[config.mk]
export PLATFORM = sky130hd
export DESIGN_NAME = pid_integral_separation
export DESIGN_NICKNAME = d
export VERILOG_FILES = /design/src/rtl/pis_pkg.sv /design/src/rtl/pid_integral_separation.sv /design/src/rtl/pis_csr.sv /design/src/rtl/pis_core.sv /design/src/rtl/pis_output.sv
export SDC_FILE = /design/constraint.sdc
export NUM_CORES = 2
export LEC_CHECK = 0
export BUFFER_PORTS_ARGS = -buffer_cell sky130_fd_sc_hd__buf_4
export CORE_MARGIN = 3
export CORE_UTILIZATION = 60
export CTS_BUF_LIST = sky130_fd_sc_hd__clkbuf_16
export DETAILED_ROUTE_END_ITERATION = 12
export PLACE_DENSITY = 0.85
export SLEW_MARGIN = 10
export SYNTH_ARGS = -nofsm -noshare
export SYNTH_HDL_FRONTEND = slang
export SYNTH_SLANG_ARGS = --single-unit
[constraint.sdc]
create_clock -name clock -period 9.4 [get_ports clock]
set_input_delay 0.94 -clock clock [delete_from_list [all_inputs] [get_ports clock]]
set_output_delay 0.94 -clock clock [all_outputs]
set_load 0.005 [all_outputs]
[src/rtl/pis_pkg.sv]
// Shared types, widths and register codes for the PID controller with integral separation.
`timescale 1ns / 1ps

package pis_pkg;

   // Field and register widths
   localparam int ValueWidth     = 16;
   localparam int GainWidth      = 16;
   localparam int LimitWidth     = 15;
   localparam int ClampWidth     = 23;
   localparam int ThrottleWidth  = 11;
   localparam int ErrorWidth     = 17;
   localparam int DiffWidth      = 18;
   localparam int IntegralWidth  = 24;
   localparam int AccWidth       = 25;
   localparam int KpTermWidth    = 34;
   localparam int KiTermWidth    = 41;
   localparam int KdTermWidth    = 35;
   localparam int SumWidth       = 43;
   localparam int ShiftWidth     = SumWidth - 8;
   localparam int DriveWidth     = 32;
   localparam int ReqDataWidth   = 48;
   localparam int RspDataWidth   = 32;
   localparam int CsrIndexWidth  = 3;
   localparam int CsrDataWidth   = 23;

   // Register indexes
   localparam logic [CsrIndexWidth-1:0] CSR_KP_GAIN            = 3'd0;
   localparam logic [CsrIndexWidth-1:0] CSR_KI_GAIN            = 3'd1;
   localparam logic [CsrIndexWidth-1:0] CSR_KD_GAIN            = 3'd2;
   localparam logic [CsrIndexWidth-1:0] CSR_SEPARATION_LIMIT   = 3'd3;
   localparam logic [CsrIndexWidth-1:0] CSR_INTEGRAL_CLAMP     = 3'd4;
   localparam logic [CsrIndexWidth-1:0] CSR_THROTTLE_THRESHOLD = 3'd5;

   // Register reset values
   localparam logic [LimitWidth-1:0]    SEPARATION_LIMIT_RESET   = 15'd4000;
   localparam logic [ClampWidth-1:0]    INTEGRAL_CLAMP_RESET     = 23'd32000;
   localparam logic [ThrottleWidth-1:0] THROTTLE_THRESHOLD_RESET = 11'd180;

   typedef struct packed {
      logic [GainWidth-1:0]     kp_gain;
      logic [GainWidth-1:0]     ki_gain;
      logic [GainWidth-1:0]     kd_gain;
      logic [LimitWidth-1:0]    separation_limit;
      logic [ClampWidth-1:0]    integral_clamp;
      logic [ThrottleWidth-1:0] throttle_threshold;
   } cfg_type;

   typedef struct packed {
      logic [ThrottleWidth-1:0]     throttle;
      logic                         armed;
      logic signed [ValueWidth-1:0] measured_value;
      logic signed [ValueWidth-1:0] target_value;
   } req_fields_type;

   typedef struct packed {
      logic signed [KpTermWidth-1:0] kp_term;
      logic signed [KiTermWidth-1:0] ki_term;
      logic signed [KdTermWidth-1:0] kd_term;
   } prod_type;

endpackage

[src/rtl/pid_integral_separation.sv]
// Top level of the positional PID controller with integral separation.
// The result passes the input, product and result registers, in that order.
// Throughput: one transaction per cycle while the result stream is not stalled; stages advance on their own ready.
// The gain multipliers and the state update sit between the input and product registers.
// Reset is synchronous, active high: clears pipeline valids, controller state and registers
// (separation limit 4000, integral clamp 32000, throttle threshold 180, gains zero).
`timescale 1ns / 1ps

module pid_integral_separation import pis_pkg::*; (
   input  logic                     clock,
   input  logic                     reset,
   // Input stream; tdata: target_value[15:0], measured_value[31:16], armed[32],
   // throttle[43:33], zero pad[47:44]
   input  logic                     req_tvalid,
   output logic                     req_tready,
   input  logic [ReqDataWidth-1:0]  req_tdata,
   // Result stream; tdata: drive_value[31:0]
   output logic                     rsp_tvalid,
   input  logic                     rsp_tready,
   output logic [RspDataWidth-1:0]  rsp_tdata,
   // Configuration write port
   input  logic                     csr_we,
   input  logic [CsrIndexWidth-1:0] csr_index,
   input  logic [CsrDataWidth-1:0]  csr_wdata
);

   cfg_type  cfg;
   logic     prod_valid;
   logic     prod_ready;
   prod_type prod;

   pis_csr u_csr (
      .clock     (clock),
      .reset     (reset),
      .csr_we    (csr_we),
      .csr_index (csr_index),
      .csr_wdata (csr_wdata),
      .cfg       (cfg)
   );

   pis_core u_core (
      .clock      (clock),
      .reset      (reset),
      .cfg        (cfg),
      .req_tvalid (req_tvalid),
      .req_tready (req_tready),
      .req_tdata  (req_tdata),
      .prod_valid (prod_valid),
      .prod_ready (prod_ready),
      .prod       (prod)
   );

   pis_output u_output (
      .clock      (clock),
      .reset      (reset),
      .prod_valid (prod_valid),
      .prod_ready (prod_ready),
      .prod       (prod),
      .rsp_tvalid (rsp_tvalid),
      .rsp_tready (rsp_tready),
      .rsp_tdata  (rsp_tdata)
   );

endmodule

[src/rtl/pis_csr.sv]
// Configuration register file for the PID controller.
`timescale 1ns / 1ps

module pis_csr import pis_pkg::*; (
   input  logic                     clock,
   input  logic                     reset,
   input  logic                     csr_we,
   input  logic [CsrIndexWidth-1:0] csr_index,
   input  logic [CsrDataWidth-1:0]  csr_wdata,
   output cfg_type                  cfg
);

   cfg_type cfg_ff;
   cfg_type cfg_in;

   // Decode a write into the addressed register; drop writes beyond the list
   always_comb begin
      cfg_in = cfg_ff;
      if (csr_we) begin
         unique case (csr_index)
            CSR_KP_GAIN:            cfg_in.kp_gain = csr_wdata[GainWidth-1:0];
            CSR_KI_GAIN:            cfg_in.ki_gain = csr_wdata[GainWidth-1:0];
            CSR_KD_GAIN:            cfg_in.kd_gain = csr_wdata[GainWidth-1:0];
            CSR_SEPARATION_LIMIT:   cfg_in.separation_limit = csr_wdata[LimitWidth-1:0];
            CSR_INTEGRAL_CLAMP:     cfg_in.integral_clamp = csr_wdata[ClampWidth-1:0];
            CSR_THROTTLE_THRESHOLD: cfg_in.throttle_threshold = csr_wdata[ThrottleWidth-1:0];
            default:                cfg_in = cfg_ff;
         endcase
      end
   end

   always_ff @(posedge clock) begin
      if (reset) begin
         cfg_ff.kp_gain            <= '0;
         cfg_ff.ki_gain            <= '0;
         cfg_ff.kd_gain            <= '0;
         cfg_ff.separation_limit   <= SEPARATION_LIMIT_RESET;
         cfg_ff.integral_clamp     <= INTEGRAL_CLAMP_RESET;
         cfg_ff.throttle_threshold <= THROTTLE_THRESHOLD_RESET;
      end else begin
         cfg_ff <= cfg_in;
      end
   end

   assign cfg = cfg_ff;

endmodule

[src/rtl/pis_core.sv]
// Input register, controller state update and gain products of the PID controller.
`timescale 1ns / 1ps

module pis_core import pis_pkg::*; (
   input  logic                    clock,
   input  logic                    reset,
   input  cfg_type                 cfg,
   input  logic                    req_tvalid,
   output logic                    req_tready,
   input  logic [ReqDataWidth-1:0] req_tdata,
   output logic                    prod_valid,
   input  logic                    prod_ready,
   output prod_type                prod
);

   logic                          in_valid_ff;
   req_fields_type                in_data_ff;
   logic signed [ErrorWidth-1:0]    prev_error_ff, prev_error_in;
   logic signed [IntegralWidth-1:0] integral_ff, integral_in;
   logic                          flag_ff, flag_in;
   logic                          prod_valid_ff;
   prod_type                      prod_ff, prod_in;

   logic                          prod_slot_free;
   logic                          step_en;
   logic signed [ErrorWidth-1:0]    error;
   logic signed [DiffWidth-1:0]     difference;
   logic signed [GainWidth:0]       kp_s, ki_s, kd_s;
   logic signed [ValueWidth:0]      measure_x, limit_x;
   logic signed [AccWidth-1:0]      acc, clamp_x;
   logic                          integrate_on;
   logic                          separated;

   // Handshake: the product register frees when its transaction moves on
   assign prod_slot_free = !prod_valid_ff || prod_ready;
   assign step_en        = in_valid_ff && prod_slot_free;
   assign req_tready     = !in_valid_ff || prod_slot_free;

   // Error, difference and the three gain products from the pre-step state
   always_comb begin
      error = $signed({in_data_ff.target_value[ValueWidth-1], in_data_ff.target_value})
            - $signed({in_data_ff.measured_value[ValueWidth-1], in_data_ff.measured_value});
      difference = $signed({error[ErrorWidth-1], error})
                 - $signed({prev_error_ff[ErrorWidth-1], prev_error_ff});
      kp_s = $signed({1'b0, cfg.kp_gain});
      ki_s = $signed({1'b0, cfg.ki_gain});
      kd_s = $signed({1'b0, cfg.kd_gain});
      prod_in.kp_term = kp_s * error;
      prod_in.kd_term = kd_s * difference;
      if (flag_ff) begin
         prod_in.ki_term = ki_s * integral_ff;
      end else begin
         prod_in.ki_term = '0;
      end
   end

   // Integral separation and clamp; the integral clears when not armed or below the throttle threshold
   always_comb begin
      measure_x    = $signed({in_data_ff.measured_value[ValueWidth-1], in_data_ff.measured_value});
      limit_x      = $signed({2'b00, cfg.separation_limit});
      integrate_on = in_data_ff.armed && (in_data_ff.throttle >= cfg.throttle_threshold);
      separated    = (measure_x > limit_x) || (measure_x < -limit_x);
      acc          = $signed({integral_ff[IntegralWidth-1], integral_ff})
                   + $signed({{(AccWidth-ErrorWidth){error[ErrorWidth-1]}}, error});
      clamp_x      = $signed({2'b00, cfg.integral_clamp});
      flag_in      = flag_ff;
      integral_in  = integral_ff;
      if (integrate_on) begin
         if (separated) begin
            flag_in = 1'b0;
         end else begin
            flag_in = 1'b1;
            if (acc > clamp_x) begin
               integral_in = clamp_x[IntegralWidth-1:0];
            end else if (acc < -clamp_x) begin
               integral_in = -clamp_x[IntegralWidth-1:0];
            end else begin
               integral_in = acc[IntegralWidth-1:0];
            end
         end
      end else begin
         integral_in = '0;
      end
      prev_error_in = error;
   end

   // Input register
   always_ff @(posedge clock) begin
      if (reset) begin
         in_valid_ff <= 1'b0;
      end else if (req_tready) begin
         in_valid_ff <= req_tvalid;
      end
   end

   always_ff @(posedge clock) begin
      if (req_tready && req_tvalid) begin
         in_data_ff <= req_fields_type'(req_tdata[$bits(req_fields_type)-1:0]);
      end
   end

   // Controller state advances once per transaction
   always_ff @(posedge clock) begin
      if (reset) begin
         prev_error_ff <= '0;
         integral_ff   <= '0;
         flag_ff       <= 1'b0;
      end else if (step_en) begin
         prev_error_ff <= prev_error_in;
         integral_ff   <= integral_in;
         flag_ff       <= flag_in;
      end
   end

   // Product register
   always_ff @(posedge clock) begin
      if (reset) begin
         prod_valid_ff <= 1'b0;
      end else if (prod_slot_free) begin
         prod_valid_ff <= in_valid_ff;
      end
   end

   always_ff @(posedge clock) begin
      if (step_en) begin
         prod_ff <= prod_in;
      end
   end

   assign prod_valid = prod_valid_ff;
   assign prod       = prod_ff;

endmodule

[src/rtl/pis_output.sv]
// Product sum, Q.8 rescale, saturation and result register of the PID controller.
`timescale 1ns / 1ps

module pis_output import pis_pkg::*; (
   input  logic                    clock,
   input  logic                    reset,
   input  logic                    prod_valid,
   output logic                    prod_ready,
   input  prod_type                prod,
   output logic                    rsp_tvalid,
   input  logic                    rsp_tready,
   output logic [RspDataWidth-1:0] rsp_tdata
);

   logic                          rsp_valid_ff;
   logic [DriveWidth-1:0]         drive_ff, drive_in;
   logic signed [SumWidth-1:0]    sum;
   logic signed [ShiftWidth-1:0]  shifted;

   assign prod_ready = !rsp_valid_ff || rsp_tready;

   // Sum the terms, floor-shift by 8 and saturate to 32 bits
   always_comb begin
      sum = $signed({{(SumWidth-KpTermWidth){prod.kp_term[KpTermWidth-1]}}, prod.kp_term})
          + $signed({{(SumWidth-KiTermWidth){prod.ki_term[KiTermWidth-1]}}, prod.ki_term})
          + $signed({{(SumWidth-KdTermWidth){prod.kd_term[KdTermWidth-1]}}, prod.kd_term});
      shifted = sum[SumWidth-1:8];
      if (shifted[ShiftWidth-1:DriveWidth-1] == '0
          || shifted[ShiftWidth-1:DriveWidth-1] == '1) begin
         drive_in = shifted[DriveWidth-1:0];
      end else if (shifted[ShiftWidth-1]) begin
         drive_in = {1'b1, {(DriveWidth-1){1'b0}}};
      end else begin
         drive_in = {1'b0, {(DriveWidth-1){1'b1}}};
      end
   end

   // Result register: hold while the transaction waits
   always_ff @(posedge clock) begin
      if (reset) begin
         rsp_valid_ff <= 1'b0;
      end else if (prod_ready) begin
         rsp_valid_ff <= prod_valid;
      end
   end

   always_ff @(posedge clock) begin
      if (prod_ready && prod_valid) begin
         drive_ff <= drive_in;
      end
   end

   assign rsp_tvalid = rsp_valid_ff;
   assign rsp_tdata  = drive_ff;

endmodule

==> summary.md <==
| Metric | Value |
|---|---|
| Result of the run | finished with violations |
| Violated checks | setup timing |
| Simple-gate share of the synthesized area | 15.6% |
| Start-to-end type of the worst setup path | reg2reg |
| Pin count of the biggest net entering global routing | 88 |
| Cell area after synthesis | between 0.05 and 0.06 sq mm |
| Worst r2r src | u_core.in_data_ff[16]$_DFFE_PP_ |
| Reg2Reg Capture Point | u_core.prod[28]$_DFFE_PP_ |
| Area taken by multi-input logic gates | approximately 0.040 sq mm |
| Detail-routed net length per standard cell | slightly below 20 um |
| Crit path to | u_core.prod[28]$_DFFE_PP_ |
| Fraction of synthesis flops using an asynchronous set or reset pin | 0% |
| Yosys warning total | 0 |
| Main synth FF type | sky130_fd_sc_hd__edfxtp_1 |
| Max clock buf depth | 3 |
| Critical Path Stages | 46 |
| Synth top cells by count | sky130_fd_sc_hd__inv_1 (1154), sky130_fd_sc_hd__fa_1 (916), sky130_fd_sc_hd__nand2_1 (862) |
| Dominant combinational cell family by area after synthesis | adder cells |
| Synth area leader | sky130_fd_sc_hd__fa_1 |
| Sort of element at the start of the critical path | flop |
| Synthesized-area fraction occupied by adder cells | a little under half |
| Pre-Repair DR Iteration Count | 6 |
| Initial DRC count | roughly 3200 |
| Total vias in the final route | ~41000 |
| H-tree depth | 2 |
| Crit path buf inv count | 13 |
| Via count of the first global-routing pass | around 43000 |
| Final instance count without filler cells | just over 7000 |
| Number of buffers added by the clock tree synthesis step | between 40 and 50 |
| Clock tree from TritonCTS | done |
| Routability Congestion | between 0.9 and 1 |
| Initial antenna violation count | 3 |
| VDD IR-drop max | 0.171 mV |
| Clock skew after layout | roughly 0.048 ns |
| Remaining design rule violation count | 0 |
| Final setup violation count | 1 |
| Critical Path Max Stage Delay | ~0.55 ns |
| Start point of the critical path | u_core.in_data_ff[16]$_DFFE_PP_ |
| Synthesized area per cell | roughly 9.2 sq um |
| Net count of the mapped netlist | around 7300 |
| Clock period minus worst slack | approximately 9.4 ns |
| Relative area change from synthesis to final layout | 8.21% |
| Critical path data required time | between 9 and 10 ns |
| LEAKAGE | about 27 nW |
| Cell with the most instances on the worst path | sky130_fd_sc_hd__fa_1 |
| Instance count after placement with tap cells included | between 6000 and 7000 |
| Multiplexer share of the synthesized area | 0.793% |
| Slowest stage cell, crit path | sky130_fd_sc_hd__fa_1 |
| Filler cells | 6440 |
| Final critical-path share of the clock period | 100% |
| Core footprint | a little under 0.09 sq mm |
| Clk Latency, worst-skew pair | 0.61 ns |
| Total count of max-transition violations in the final report | 0 |
| Setup slack of the critical path after layout | -0.0128 ns |
| Sequential Area | between 0.008 and 0.009 sq mm |
| Total detailed-routing wirelength | roughly 140000 um |
| Post-Synth XOR/XNOR Area | ~3.4% |
| Global-route wire length before repair | around 220000 um |
| Library cells used by synthesis | around 70 |
| Number of placement rows | 108 |
| Kind of cell with the highest combined delay on the critical path | adder cells |
| Power Density | between 100 and 150 mW/mm^2 |
| Post-route core utilization | roughly two thirds |
| Max Clock Freq | 106 MHz |
| Root Buffer Master | sky130_fd_sc_hd__clkbuf_16 |
| Proportion of netlist area held by the largest area contributor | between 30% and 40% |
| Net count of the finished layout | approximately 7400 |
| Largest driver fanout on the critical path | 6 |
| Number of cells traversed by the worst hold path | 2 |
| WP data arrival | between 9 and 10 ns |
| Remaining max-slew budget at the tightest pin | 13.5% |
| EDFF count, synth | around 190 |
| Nature of the critical path endpoint | flop |
| Count of boundary I/O pins | ~110 |
| Total die area | around 0.09 sq mm |
| DR vias/cell | about 5.8 |
| Flip-flop and latch count after synthesis | between 300 and 400 |
| Effective utilization at floorplan | about three fifths |
| Clock slew at the register clock pins of the worst setup and hold paths | ~0.060 ns |
| Clk sink count | 328 |
| Final Hold Vio Count | 0 |
| DP Wirelength | about 110000 um |
| Worst-Margin Slew | ~1.3 ns |
| Type of the most critical hold path | reg2reg |
| Share of cells above drive strength 1 | 7.64% |
| GRT Total Usage | a little under a third |
| Cell count after synthesis | just under 6000 |
| Unrepaired setup endpoints after global routing | true |
| Antenna-violating nets left | 0 |
| Register-to-Register Path Depth | 46 |
| Sequential share of the synthesized area | approximately 16% |
| Area fraction in compound gates after synthesis | ~8.3% |
| Maxcap violations | 0 |
| Hold_ws | 0.454 ns |
| Die span in y | 304 um |
| Top-count cell post-synth | sky130_fd_sc_hd__inv_1 |
| Worst-case register-to-register setup slack | -0.01 ns |
| Largest cells by area after synthesis | sky130_fd_sc_hd__fa_1 (34%), sky130_fd_sc_hd__ha_1 (12%), sky130_fd_sc_hd__edfxtp_1 (10%), sky130_fd_sc_hd__inv_1 (8.1%), sky130_fd_sc_hd__nand2_1 (6.1%) |
| Die width | between 300 and 400 um |
| Leftover overflow at the end of global routing | 0 |
| I/O Buffers | ~110 |
sequential cells by signal, indices dropped and copies added, names as in the netlist:
register,flops
u_core.flag_ff,1
u_core.in_data_ff,44
u_core.in_valid_ff,1
u_core.integral_ff,24
u_core.prev_error_ff,17
u_core.prod,110
u_core.prod_valid,1
u_csr.cfg,97
u_output.rsp_tdata,32
u_output.rsp_tvalid,1
worst register-to-register path, delay by kind of cell, from the launching register on:
| kind | cells | cell delay, ns |
|---|---|---|
| and+or+nand+nor | 5 | 0.47 |
| adders and majority gates | 10 | 4.13 |
| AOI/OAI and AO/OA | 15 | 2.31 |
| xor gates and xnor gates | 3 | 0.44 |
| DFF | 1 | 0.43 |
| buffers and inverters | 13 | 1.37 |
placed cells by master, fill, tap and decap left out, types with 23 or more instances in the layout:
cell | Yosys | final
sky130_fd_sc_hd__nand2b_1 | 28 | 27
sky130_fd_sc_hd__o21a_1 | 35 | 35
sky130_fd_sc_hd__a21o_1 | 84 | 84
sky130_fd_sc_hd__inv_1 | 1154 | 1149
sky130_fd_sc_hd__and3_1 | 28 | 26
sky130_fd_sc_hd__nor3_1 | 47 | 46
sky130_fd_sc_hd__o21ai_1 | 32 | 39
sky130_fd_sc_hd__fa_1 | 916 | 912
sky130_fd_sc_hd__nor2_1 | 133 | 130
sky130_fd_sc_hd__edfxtp_1 | 186 | 186
sky130_fd_sc_hd__and2_1 | 383 | 380
sky130_fd_sc_hd__nand4_1 | 31 | 31
sky130_fd_sc_hd__clkbuf_16 | 0 | 42
sky130_fd_sc_hd__nand3_1 | 39 | 37
sky130_fd_sc_hd__a21oi_1 | 253 | 240
sky130_fd_sc_hd__buf_4 | 2 | 244
sky130_fd_sc_hd__nand2_1 | 862 | 860
sky130_fd_sc_hd__xor2_1 | 48 | 43
sky130_fd_sc_hd__ha_1 | 507 | 499
sky130_fd_sc_hd__o21ai_0 | 119 | 108
sky130_fd_sc_hd__xnor2_1 | 157 | 147
sky130_fd_sc_hd__nor2b_1 | 84 | 82
sky130_fd_sc_hd__dfxtp_1 | 142 | 142
sky130_fd_sc_hd__or2_2 | 23 | 23
what timing repair did:
item / 4_1_cts / 5_1_grt
hold buffers: 0 / 0
pin swaps: 8 / 94
gates resized for setup: 17 / 80
endpoints found under the hold margin: 0 / 0
endpoints found under the setup margin: 10 / 21
buffers inserted: 1 / 20
where the power goes:
part / switching (mW) / leakage, nW / internal [mW]
clock: 0.674 / 0.668 / 0.904
sequential: 0.118 / 2.94 / 1.69
combinational: 2.25 / 23.5 / 1.51
layout make-up:
| cell class | count | area share, % |
|---|---|---|
| Multi-Input combinational cell | 4114 | 69.6 |
| Sequential cell | 328 | 14.6 |
| Inverter | 1154 | 7.52 |
| Timing Repair Buffer | 255 | 3.42 |
| Tap cell | 1155 | 2.50 |
| Clock buffer | 42 | 1.82 |
| Clock inverter | 34 | 0.484 |
| Antenna cell | 3 | 0.0130 |
cells by family after synthesis:
family | after synthesis
multiplexers | 40
AND/OR/NAND/NOR | 1729
buffers and inverters | 1376
XOR/XNOR | 205
flip-flops | 328
AO/OA/AOI/OAI | 711
adder cells (fa/ha/maj) | 1429
routing by layer:
| metal | vias to the layer above | track usage, % | wire length (um) |
|---|---|---|---|
| li1 | 18300 | - | - |
| met1 | 20100 | 39.0 | 53500 |
| met2 | 2049 | 48.7 | 63400 |
| met3 | 415 | 8.67 | 16100 |
| met4 | 2 | 11.2 | 5810 |
| met5 | - | 0 | 16 |
worst min path at each step:
stage / start / endpoint / slack (ns)
4_1_cts: u_csr.cfg[9]$_SDFFE_PP0P_ / u_csr.cfg[9]$_SDFFE_PP0P_ / 0.45
6_report: u_core.prev_error_ff[13]$_SDFFE_PP0P_ / u_core.prev_error_ff[13]$_SDFFE_PP0P_ / 0.45
3_5_place_dp: u_csr.cfg[9]$_SDFFE_PP0P_ / u_csr.cfg[9]$_SDFFE_PP0P_ / 0.45
5_1_grt: u_core.prev_error_ff[13]$_SDFFE_PP0P_ / u_core.prev_error_ff[13]$_SDFFE_PP0P_ / 0.48
2_1_floorplan: u_core.prev_error_ff[13]$_SDFFE_PP0P_ / u_core.prev_error_ff[13]$_SDFFE_PP0P_ / 0.43
3_3_place_gp: u_core.prev_error_ff[13]$_SDFFE_PP0P_ / u_core.prev_error_ff[13]$_SDFFE_PP0P_ / 0.44
metrics by stage:
| step | power [mW] | TNS (ns) | worst slack [ns] | area [sq um] |
|---|---|---|---|---|
| floorplan | 4.11 | 0 | 0.00719 | 53400 |
| global placement | 5.21 | -0.319 | -0.102 | 55800 |
| detailed placement | 5.34 | -1.74 | -0.333 | 55800 |
| CTS | 6.95 | 0 | 0.0162 | 57200 |
| global route | 7.60 | -3.34 | -0.414 | 57700 |
| finish | 7.14 | -0.0128 | -0.0128 | 57700 |
Note: power is estimated with default switching activity, not from simulation.
